`src/hw/rtl/tad_pkg.sv`:
```
// tamper alarm detector package: item, config and result types, cause and register codes
// no dependencies; used by every module of the detector
package tad_pkg;

  localparam logic [31:0] TOUCH_REFIRE_MS = 32'd2000;
  localparam logic [31:0] KNOCK_GAP_MS    = 32'd150;
  localparam logic [31:0] MOTION_HOLD_MS  = 32'd3000;
  localparam logic [31:0] COOLDOWN_MS     = 32'd30000;

  // motion thresholds: 0.10 g and 0.35 gyro units
  localparam logic [15:0] MOTION_ACCEL_LIMIT = 16'd100;
  localparam logic [15:0] MOTION_GYRO_LIMIT  = 16'd35;

  localparam logic [3:0] KNOCK_COUNT_MAX = 4'd15;

  localparam logic [11:0] SPEED_LIMIT_RST       = 12'd50;
  localparam logic [15:0] TOUCH_ACCEL_LIMIT_RST = 16'd200;
  localparam logic [15:0] TOUCH_GYRO_LIMIT_RST  = 16'd100;
  localparam logic [15:0] KNOCK_ACCEL_LIMIT_RST = 16'd500;
  localparam logic [15:0] KNOCK_GYRO_LIMIT_RST  = 16'd300;
  localparam logic [3:0]  KNOCKS_NEEDED_RST     = 4'd3;
  localparam logic [31:0] KNOCK_SPAN_MS_RST     = 32'd3000;
  localparam logic [31:0] TOUCH_HOLD_MS_RST     = 32'd1000;

  typedef enum logic [2:0] {
    CAUSE_NONE   = 3'd0,
    CAUSE_GPS    = 3'd1,
    CAUSE_TOUCH  = 3'd2,
    CAUSE_KNOCK  = 3'd3,
    CAUSE_MOTION = 3'd4
  } cause_t;

  typedef enum logic [2:0] {
    REG_SPEED_LIMIT       = 3'd0,
    REG_TOUCH_ACCEL_LIMIT = 3'd1,
    REG_TOUCH_GYRO_LIMIT  = 3'd2,
    REG_KNOCK_ACCEL_LIMIT = 3'd3,
    REG_KNOCK_GYRO_LIMIT  = 3'd4,
    REG_KNOCKS_NEEDED     = 3'd5,
    REG_KNOCK_SPAN_MS     = 3'd6,
    REG_TOUCH_HOLD_MS     = 3'd7
  } cfg_idx_t;

  typedef struct packed {
    logic [31:0] now_ms;
    logic        is_armed;
    logic        is_locked;
    logic [31:0] settle_until_ms;
    logic [11:0] speed;
    logic        imu_ready;
    logic [15:0] accel_delta;
    logic [15:0] gyro_mag;
    logic        imu_moving;
  } item_t;

  typedef struct packed {
    logic [11:0] speed_limit;
    logic [15:0] touch_accel_limit;
    logic [15:0] touch_gyro_limit;
    logic [15:0] knock_accel_limit;
    logic [15:0] knock_gyro_limit;
    logic [3:0]  knocks_needed;
    logic [31:0] knock_span_ms;
    logic [31:0] touch_hold_ms;
  } cfg_t;

  typedef struct packed {
    logic   alarm_fired;
    cause_t alarm_cause;
    logic   held_by_cooldown;
    logic   alarm_latched;
  } result_t;

endpackage

```
`src/hw/rtl/tad_cfg.sv`:
```
// configuration register file of the tamper alarm detector
// depends on tad_pkg for cfg_t, register codes and reset values
module tad_cfg (
  input  logic             clk,
  input  logic             rst,
  input  logic             cfg_we,
  input  logic [2:0]       cfg_index,
  input  logic [31:0]      cfg_data,
  output tad_pkg::cfg_t    cfg
);

  always_ff @(posedge clk) begin
    if (rst) begin
      cfg.speed_limit       <= tad_pkg::SPEED_LIMIT_RST;
      cfg.touch_accel_limit <= tad_pkg::TOUCH_ACCEL_LIMIT_RST;
      cfg.touch_gyro_limit  <= tad_pkg::TOUCH_GYRO_LIMIT_RST;
      cfg.knock_accel_limit <= tad_pkg::KNOCK_ACCEL_LIMIT_RST;
      cfg.knock_gyro_limit  <= tad_pkg::KNOCK_GYRO_LIMIT_RST;
      cfg.knocks_needed     <= tad_pkg::KNOCKS_NEEDED_RST;
      cfg.knock_span_ms     <= tad_pkg::KNOCK_SPAN_MS_RST;
      cfg.touch_hold_ms     <= tad_pkg::TOUCH_HOLD_MS_RST;
    end else if (cfg_we) begin
      unique case (tad_pkg::cfg_idx_t'(cfg_index))
        tad_pkg::REG_SPEED_LIMIT:       cfg.speed_limit       <= cfg_data[11:0];
        tad_pkg::REG_TOUCH_ACCEL_LIMIT: cfg.touch_accel_limit <= cfg_data[15:0];
        tad_pkg::REG_TOUCH_GYRO_LIMIT:  cfg.touch_gyro_limit  <= cfg_data[15:0];
        tad_pkg::REG_KNOCK_ACCEL_LIMIT: cfg.knock_accel_limit <= cfg_data[15:0];
        tad_pkg::REG_KNOCK_GYRO_LIMIT:  cfg.knock_gyro_limit  <= cfg_data[15:0];
        tad_pkg::REG_KNOCKS_NEEDED:     cfg.knocks_needed     <= cfg_data[3:0];
        tad_pkg::REG_KNOCK_SPAN_MS:     cfg.knock_span_ms     <= cfg_data;
        tad_pkg::REG_TOUCH_HOLD_MS:     cfg.touch_hold_ms     <= cfg_data;
        default: ;
      endcase
    end
  end

endmodule

```
`src/hw/rtl/tad_in_stage.sv`:
```
// input register stage: captures one word and holds it until the result stage takes it
// depends on tad_pkg for item_t
module tad_in_stage (
  input  logic            clk,
  input  logic            rst,
  input  logic            in_valid,
  input  tad_pkg::item_t  in_item,
  output logic            in_stall,
  input  logic            out_free,
  output tad_pkg::item_t  item,
  output logic            move
);

  logic r_valid;
  logic r_valid_next;
  logic accept;

  assign move     = r_valid && out_free;
  assign in_stall = r_valid && !out_free;
  assign accept   = in_valid && !in_stall;

  always_comb begin
    r_valid_next = r_valid;
    if (accept) begin
      r_valid_next = 1'b1;
    end else if (move) begin
      r_valid_next = 1'b0;
    end
  end

  always_ff @(posedge clk) begin
    if (rst) begin
      r_valid <= 1'b0;
    end else begin
      r_valid <= r_valid_next;
    end
  end

  always_ff @(posedge clk) begin
    if (accept) begin
      item <= in_item;
    end
  end

endmodule

```
`src/hw/rtl/tad_eval.sv`:
```
// detector evaluation: priority detectors, cooldown gate and the tracking state they keep
// depends on tad_pkg for item_t, cfg_t, result_t and timing constants
module tad_eval (
  input  logic              clk,
  input  logic              rst,
  input  logic              en,
  input  tad_pkg::item_t    item,
  input  tad_pkg::cfg_t     cfg,
  output tad_pkg::result_t  res
);

  logic [31:0] touch_start,      touch_start_next;
  logic        touch_active,     touch_active_next;
  logic [31:0] last_touch_fire,  last_touch_fire_next;
  logic [3:0]  knock_count,      knock_count_next;
  logic [31:0] first_knock_time, first_knock_time_next;
  logic [31:0] last_knock_time,  last_knock_time_next;
  logic [31:0] motion_start,     motion_start_next;
  logic        motion_active,    motion_active_next;
  logic [31:0] cooldown_until,   cooldown_until_next;
  logic        latched_flag,     latched_flag_next;

  always_comb begin
    tad_pkg::cause_t cause;
    logic        touch;
    logic        hit;
    logic        motion;
    logic [31:0] ts;
    logic [31:0] fk;
    logic [3:0]  kc;
    logic [31:0] ms;
    logic        fired;

    touch_start_next      = touch_start;
    touch_active_next     = touch_active;
    last_touch_fire_next  = last_touch_fire;
    knock_count_next      = knock_count;
    first_knock_time_next = first_knock_time;
    last_knock_time_next  = last_knock_time;
    motion_start_next     = motion_start;
    motion_active_next    = motion_active;
    cooldown_until_next   = cooldown_until;
    latched_flag_next     = latched_flag;
    cause  = tad_pkg::CAUSE_NONE;
    touch  = (item.accel_delta > cfg.touch_accel_limit) ||
             (item.gyro_mag > cfg.touch_gyro_limit);
    hit    = (item.accel_delta > cfg.knock_accel_limit) ||
             (item.gyro_mag > cfg.knock_gyro_limit);
    motion = (item.accel_delta > tad_pkg::MOTION_ACCEL_LIMIT) ||
             (item.gyro_mag > tad_pkg::MOTION_GYRO_LIMIT) || item.imu_moving;
    ts     = touch_active ? touch_start : item.now_ms;
    fk     = (knock_count == 4'd0) ? item.now_ms : first_knock_time;
    kc     = (knock_count < tad_pkg::KNOCK_COUNT_MAX) ? knock_count + 4'd1 : knock_count;
    ms     = motion_active ? motion_start : item.now_ms;
    fired  = 1'b0;

    if (item.is_armed && item.is_locked) begin
      if ((item.now_ms < item.settle_until_ms) || (item.speed >= cfg.speed_limit)) begin
        knock_count_next      = 4'd0;
        first_knock_time_next = '0;
        motion_active_next    = 1'b0;
        motion_start_next     = '0;
        touch_active_next     = 1'b0;
        touch_start_next      = '0;
        if (item.now_ms >= item.settle_until_ms) begin
          cause = tad_pkg::CAUSE_GPS;
        end
      end else if (item.imu_ready) begin
        // touch: debounce from first sighting, then refire spacing
        if (touch) begin
          if (((item.now_ms - ts) >= cfg.touch_hold_ms) &&
              ((item.now_ms - last_touch_fire) >= tad_pkg::TOUCH_REFIRE_MS)) begin
            last_touch_fire_next = item.now_ms;
            touch_active_next    = 1'b0;
            touch_start_next     = '0;
            cause                = tad_pkg::CAUSE_TOUCH;
          end else begin
            touch_active_next = 1'b1;
            touch_start_next  = ts;
          end
        end else begin
          touch_active_next = 1'b0;
          touch_start_next  = '0;
        end

        // knock: spaced hits counted inside the window from the first one
        if (cause == tad_pkg::CAUSE_NONE) begin
          if (hit && ((item.now_ms - last_knock_time) >= tad_pkg::KNOCK_GAP_MS)) begin
            last_knock_time_next  = item.now_ms;
            first_knock_time_next = fk;
            if ((kc >= cfg.knocks_needed) && ((item.now_ms - fk) <= cfg.knock_span_ms)) begin
              knock_count_next = 4'd0;
              cause            = tad_pkg::CAUSE_KNOCK;
            end else begin
              knock_count_next = kc;
            end
          end
        end

        // sustained motion, with stale knock sequence dropped first
        if (cause == tad_pkg::CAUSE_NONE) begin
          if ((knock_count_next != 4'd0) &&
              ((item.now_ms - first_knock_time_next) > cfg.knock_span_ms)) begin
            knock_count_next = 4'd0;
          end
          if (motion) begin
            if ((item.now_ms - ms) >= tad_pkg::MOTION_HOLD_MS) begin
              motion_active_next = 1'b0;
              motion_start_next  = '0;
              cause              = tad_pkg::CAUSE_MOTION;
            end else begin
              motion_active_next = 1'b1;
              motion_start_next  = ms;
            end
          end else begin
            motion_active_next = 1'b0;
            motion_start_next  = '0;
          end
        end
      end
    end

    if ((cause != tad_pkg::CAUSE_NONE) && (item.now_ms >= cooldown_until)) begin
      fired               = 1'b1;
      latched_flag_next   = 1'b1;
      cooldown_until_next = item.now_ms + tad_pkg::COOLDOWN_MS;
    end

    res.alarm_fired      = fired;
    res.alarm_cause      = cause;
    res.held_by_cooldown = (cause != tad_pkg::CAUSE_NONE) && !fired;
    res.alarm_latched    = latched_flag_next;
  end

  always_ff @(posedge clk) begin
    if (rst) begin
      touch_start      <= '0;
      touch_active     <= 1'b0;
      last_touch_fire  <= '0;
      knock_count      <= 4'd0;
      first_knock_time <= '0;
      last_knock_time  <= '0;
      motion_start     <= '0;
      motion_active    <= 1'b0;
      cooldown_until   <= '0;
      latched_flag     <= 1'b0;
    end else if (en) begin
      touch_start      <= touch_start_next;
      touch_active     <= touch_active_next;
      last_touch_fire  <= last_touch_fire_next;
      knock_count      <= knock_count_next;
      first_knock_time <= first_knock_time_next;
      last_knock_time  <= last_knock_time_next;
      motion_start     <= motion_start_next;
      motion_active    <= motion_active_next;
      cooldown_until   <= cooldown_until_next;
      latched_flag     <= latched_flag_next;
    end
  end

endmodule

```
`src/hw/rtl/tad_out_stage.sv`:
```
// result register stage: holds one result word until the consumer takes it
// depends on tad_pkg for result_t
module tad_out_stage (
  input  logic              clk,
  input  logic              rst,
  input  logic              load,
  input  tad_pkg::result_t  res,
  input  logic              out_stall,
  output logic              out_valid,
  output tad_pkg::result_t  res_q,
  output logic              out_free
);

  logic out_valid_next;

  assign out_free = !out_valid || !out_stall;

  always_comb begin
    out_valid_next = out_valid;
    if (load) begin
      out_valid_next = 1'b1;
    end else if (!out_stall) begin
      out_valid_next = 1'b0;
    end
  end

  always_ff @(posedge clk) begin
    if (rst) begin
      out_valid <= 1'b0;
    end else begin
      out_valid <= out_valid_next;
    end
  end

  always_ff @(posedge clk) begin
    if (load) begin
      res_q <= res;
    end
  end

endmodule

```
`src/hw/rtl/tamper_alarm_detector_top.sv`:
```
// a word accepted into the input register has its result registered in the result register once that stage is free
// throughput: one word per cycle while out_stall is low; input register and result register split the two channels
// the detector state updates in the same cycle the result register loads
// reset (rst, synchronous, active high): config back to defaults, detector state,
// cooldown and latch cleared, both stages empty
module tamper_alarm_detector_top (
  input  logic        clk,
  input  logic        rst,
  input  logic        cfg_we,
  input  logic [2:0]  cfg_index,
  input  logic [31:0] cfg_data,
  input  logic        in_valid,
  output logic        in_stall,
  input  logic [31:0] now_ms,
  input  logic        is_armed,
  input  logic        is_locked,
  input  logic [31:0] settle_until_ms,
  input  logic [11:0] speed,
  input  logic        imu_ready,
  input  logic [15:0] accel_delta,
  input  logic [15:0] gyro_mag,
  input  logic        imu_moving,
  output logic        out_valid,
  input  logic        out_stall,
  output logic        alarm_fired,
  output logic [2:0]  alarm_cause,
  output logic        held_by_cooldown,
  output logic        alarm_latched
);

  tad_pkg::cfg_t    cfg;
  tad_pkg::item_t   in_item;
  tad_pkg::item_t   item;
  tad_pkg::result_t res;
  tad_pkg::result_t res_q;
  logic             move;
  logic             out_free;

  always_comb begin
    in_item.now_ms          = now_ms;
    in_item.is_armed        = is_armed;
    in_item.is_locked       = is_locked;
    in_item.settle_until_ms = settle_until_ms;
    in_item.speed           = speed;
    in_item.imu_ready       = imu_ready;
    in_item.accel_delta     = accel_delta;
    in_item.gyro_mag        = gyro_mag;
    in_item.imu_moving      = imu_moving;
  end

  tad_cfg u_cfg (
    .clk       (clk),
    .rst       (rst),
    .cfg_we    (cfg_we),
    .cfg_index (cfg_index),
    .cfg_data  (cfg_data),
    .cfg       (cfg)
  );

  tad_in_stage u_in (
    .clk      (clk),
    .rst      (rst),
    .in_valid (in_valid),
    .in_item  (in_item),
    .in_stall (in_stall),
    .out_free (out_free),
    .item     (item),
    .move     (move)
  );

  tad_eval u_eval (
    .clk  (clk),
    .rst  (rst),
    .en   (move),
    .item (item),
    .cfg  (cfg),
    .res  (res)
  );

  tad_out_stage u_out (
    .clk       (clk),
    .rst       (rst),
    .load      (move),
    .res       (res),
    .out_stall (out_stall),
    .out_valid (out_valid),
    .res_q     (res_q),
    .out_free  (out_free)
  );

  assign alarm_fired      = res_q.alarm_fired;
  assign alarm_cause      = res_q.alarm_cause;
  assign held_by_cooldown = res_q.held_by_cooldown;
  assign alarm_latched    = res_q.alarm_latched;

`ifndef SYNTH
  a_fired_xor_held: assert property (@(posedge clk) disable iff (rst)
    out_valid |-> !(alarm_fired && held_by_cooldown))
    else $error("fired and held both set");

  a_trip_has_cause: assert property (@(posedge clk) disable iff (rst)
    (out_valid && (alarm_fired || held_by_cooldown)) |-> (alarm_cause != tad_pkg::CAUSE_NONE))
    else $error("alarm without a cause");

  a_fire_latches: assert property (@(posedge clk) disable iff (rst)
    (out_valid && alarm_fired) |-> alarm_latched)
    else $error("fired alarm not latched");

  a_reset_empty: assert property (@(posedge clk)
    rst |=> (!out_valid && !in_stall))
    else $error("stages not empty after reset");
`endif

endmodule
```
`config.mk`:
```
export PLATFORM = sky130hd
export DESIGN_NAME = tamper_alarm_detector_top
export DESIGN_NICKNAME = d
export VERILOG_FILES = /design/src/hw/rtl/tad_pkg.sv /design/src/hw/rtl/tad_cfg.sv /design/src/hw/rtl/tad_in_stage.sv /design/src/hw/rtl/tad_eval.sv /design/src/hw/rtl/tad_out_stage.sv /design/src/hw/rtl/tamper_alarm_detector_top.sv
export SDC_FILE = /design/constraint.sdc
export NUM_CORES = 2
export LEC_CHECK = 0
export ABC_AREA = 1
export BUFFER_PORTS_ARGS = -buffer_cell sky130_fd_sc_hd__clkbuf_2
export CAP_MARGIN = 10
export CORE_MARGIN = 1.5
export CORE_UTILIZATION = 35
export CTS_BUF_LIST = sky130_fd_sc_hd__clkbuf_4 sky130_fd_sc_hd__clkbuf_8
export CTS_CLUSTER_DIAMETER = 30
export DETAILED_ROUTE_END_ITERATION = 6
export GPL_ROUTABILITY_DRIVEN = 0
export SYNTH_ARGS = -nofsm -noshare
export SYNTH_HDL_FRONTEND = slang
export SYNTH_SLANG_ARGS = --single-unit
export TNS_END_PERCENT = 50
```
`constraint.sdc`:
```
create_clock -name clk -period 19.6 [get_ports clk]
set_input_delay 1.96 -clock clk [delete_from_list [all_inputs] [get_ports clk]]
set_output_delay 1.96 -clock clk [all_outputs]
set_load 0.005 [all_outputs]
```
==> out/results.ini <==
[critical_path]
slowest_stage=inv_2
r2r_cells=57
cp.arrival_ns=12.12
cpMostUsedCell=nand2_1
reg2reg_to=u_eval.knock_count[0]
cp.required_ns=20.21
reg2reg_slack_ns=8.10
critPathKind=flip-flop to flip-flop
worst_path_largest_cell_delay_ns=0.78
startpoint=u_eval.touch_active
critPathCaptureType=flip-flop
critPathLaunchType=flip-flop
r2r-start=u_eval.touch_active
crit_path_max_fanout=66
endpoint=u_eval.knock_count[0]

[logic_synthesis]
yosysWarningCount=0
syn_avg_cell_area_um2=6.86
synth_seq_cells=463
synthArstFlopShare_pct=0
ys_seq_area_share_pct=29.4
ys_types=58
synth_nets=5770
ys.flop_type=dfxtp_1
synth_edf_count=118
synth.cell_area_mm2=0.0355
synth_cells=5182

[cells_and_area]
multiInputGateArea_mm2=0.0213
syn_to_final_growth_pct=13.8
final_common_cell=nand2_1
register_area_mm2=0.0105
final_cell_mix=nand2_1, inv_1, a21oi_1, ha_1, o21ai_0
layout-drive-gt1-share_pct=8.78
fillers=10700
nets=5957

[run]
drv_cap=0

[clock_network]
cts_hold_buf=0
cts_setup_buffers=0
cts_tree=built
cts_max_level=3
ctsLongestPathBuffers=3
ctsRootBufferMaster=clkbuf_8
cts_sinks=463
post_cts_resized=0
clock_latency_ns=0.77
cts_buffers=112
clk_pin_slew_ns=0.06

[timing]
finalHoldViolCount=0
fin_crit_ns=11.50
timing.slew.headroom_pct=17.3
setup_viol=0
tightest_slew_ns=1.24
timing.fmax_mhz=86.9
setup_tns_ns=0
fin_crit_sh_pct=58.7
maxSlewViolCount=0
rsz0062_at_grt=no
fin_skew_ns=0.0574

[outcome]
status=finished, final reports clean

[power_and_ir_drop]
clockPowerShare_pct=37.8
vdd_drop_max_mv=0.0594
p_per_area_mw_per_mm2=85.8
finalPower_mw=3.47
cellLeakagePower_nw=18.9
swShare_pct=36.1
p_int_mw=2.22
combPwrFrac_pct=32.8
seqPwrFrac_pct=29.4
switching_power_mw=1.25

[routing]
drtIter0Drc=2373
num_vias=34000
routed_wl_um=113000
via_per_inst=4.99
route.detailed.wl_per_inst_um=16.6
final_antenna_net_count=0
dr.pass1.iters=5
drc=0

[die]
num_io_pins=160
core_mm2=0.100
start_util_pct=35.4
fp-row-count=116
dieHeight_um=322
die_width_um=322
dieArea_mm2=0.103

[grt]
grt_overflow_total=0
grt-busiest-layer=met2
grt_pass1_wl_um=176000
grt_util_met2_pct=37.1
grt_util_all_layers_pct=21.5
grtUsageMet3_pct=2.75
grt_pass1_vias=32000
antenna_found_initial=4
grt_max_degree=86
grtUsageMet1_pct=27.1

[place]
dp_hpwl_um=84200
port_buffers=159

[worst_hold_path]
hold_class=flip-flop to flip-flop

[power groups by stage]
stage | clock network [mW] | registers, mW | logic [mW]
2_1_floorplan | 0 | 1.05 | 0.828
3_3_place_gp | 0 | 1.04 | 1.11
3_5_place_dp | 0 | 1.04 | 1.12
4_1_cts | 1.34 | 1.02 | 1.13
5_1_grt | 1.39 | 1.02 | 1.29
6_report | 1.31 | 1.02 | 1.14
[sequential cells by signal, indices dropped and copies added (netlist names), 32 cells and up]
| name | flops |
|---|---|
| u_eval.first_knock_time | 32 |
| u_cfg.cfg | 144 |
| u_in.item | 112 |
| u_eval.last_knock_time | 32 |
| u_eval.touch_start | 32 |
| u_eval.cooldown_until | 32 |
| u_eval.last_touch_fire | 32 |
| u_eval.motion_start | 32 |
[kinds of logic (layout without fill, tap and decap cells)]
logic type	count (synthesis)	count (layout)	share of synthesized area, %
mux	12	12	0.338
flops	463	463	29.4
compound gates	1128	1128	16.9
fa+ha+maj	436	436	15.5
other cells	0	1	0
xor+xnor	133	133	3.32
simple gates	2017	2017	23.8
buf+inv	993	1276	10.7
[worst max-delay path, delay by kind of cell (launching register included)]
kind	cells	cell delay, ns
buffers and inverters	4	1.29
and+or+nand+nor	26	2.87
AOI/OAI and AO/OA	21	4.96
adders and majority gates	4	1.25
xor gates and xnor gates	2	0.29
DFF	1	0.68
[final cells by class]
cell class | count | share of cell area [%]
Inverter | 859 | 7.99
Tap cell | 1357 | 4.20
Sequential cell | 463 | 25.8
Clock inverter | 66 | 1.84
Multi-Input combinational cell | 3726 | 52.7
Clock buffer | 144 | 4.59
Antenna cell | 1 | 0.00619
Timing Repair Buffer | 207 | 2.86
[metrics by stage]
| step | hold WS, ns | instance area [µm²] | util [%] | setup WS (ns) | cells |
|---|---|---|---|---|---|
| floorplan | 0.427 | 35500 | - | 10.70 | 5182 |
| finish | 0.454 | 40500 | 40.3 | 8.10 | 6823 |
| global placement | 0.444 | 37900 | 37.7 | 8.53 | 6612 |
| global route | 0.468 | 40500 | 40.3 | 6.73 | 6823 |
| CTS | 0.458 | 40500 | 40.3 | 8.23 | 6822 |
| detailed placement | 0.449 | 37900 | 37.7 | 8.30 | 6612 |
[how the worst min path moves through the flow]
stage                               startpoint                    endpoint  slack [ns]  cells after the start
floorplan            u_eval.last_touch_fire[0]   u_eval.last_touch_fire[0]        0.43                      2
global placement     u_eval.last_touch_fire[4]   u_eval.last_touch_fire[4]        0.44                      2
detailed placement   u_eval.last_touch_fire[0]   u_eval.last_touch_fire[0]        0.45                      2
CTS                  u_eval.last_touch_fire[5]   u_eval.last_touch_fire[5]        0.46                      2
global route         u_eval.last_touch_fire[5]   u_eval.last_touch_fire[5]        0.47                      2
finish              u_eval.last_touch_fire[24]  u_eval.last_touch_fire[24]        0.45                      2
[per-layer routing]
metal	part of all wire, %	wire (µm)
met5	0	0
met1	44	50100
met2	47	53400
met3	4.9	5490
met4	3.6	4100
[cell usage after synthesis (all sizes together), types with 2 or more instances]
cell type	count	area (µm²)
o2111ai	7	61.3
edfxtp	118	3540
o221a	2	22.5
a221oi	4	35.0
nor3	51	255
and2	7	43.8
or2	66	413
o221ai	6	52.6
dfxtp	345	6910
mux2i	12	120
o21ai	414	2070
ha	430	5380
inv	857	3220
xnor2	41	359
nand4	97	607
a211oi	13	97.6
nor2	351	1340
a21boi	5	37.5
a21o	9	67.6
o211ai	39	293
and3	2	12.5
nor3b	3	22.5
nand3b	11	82.6
nor4	15	93.8
o21a	13	98.9
o21bai	14	105
buf	24	168
nand3	174	898
o311ai	2	17.5
o22ai	29	181
fa	6	120
o31ai	2	15.0
xor2	91	797
clkinv	2	8.75
a21oi	555	2780
a31oi	13	81.3
clkbuf	110	414
nand2	1238	4680
(Power assumes the default switching activity.)
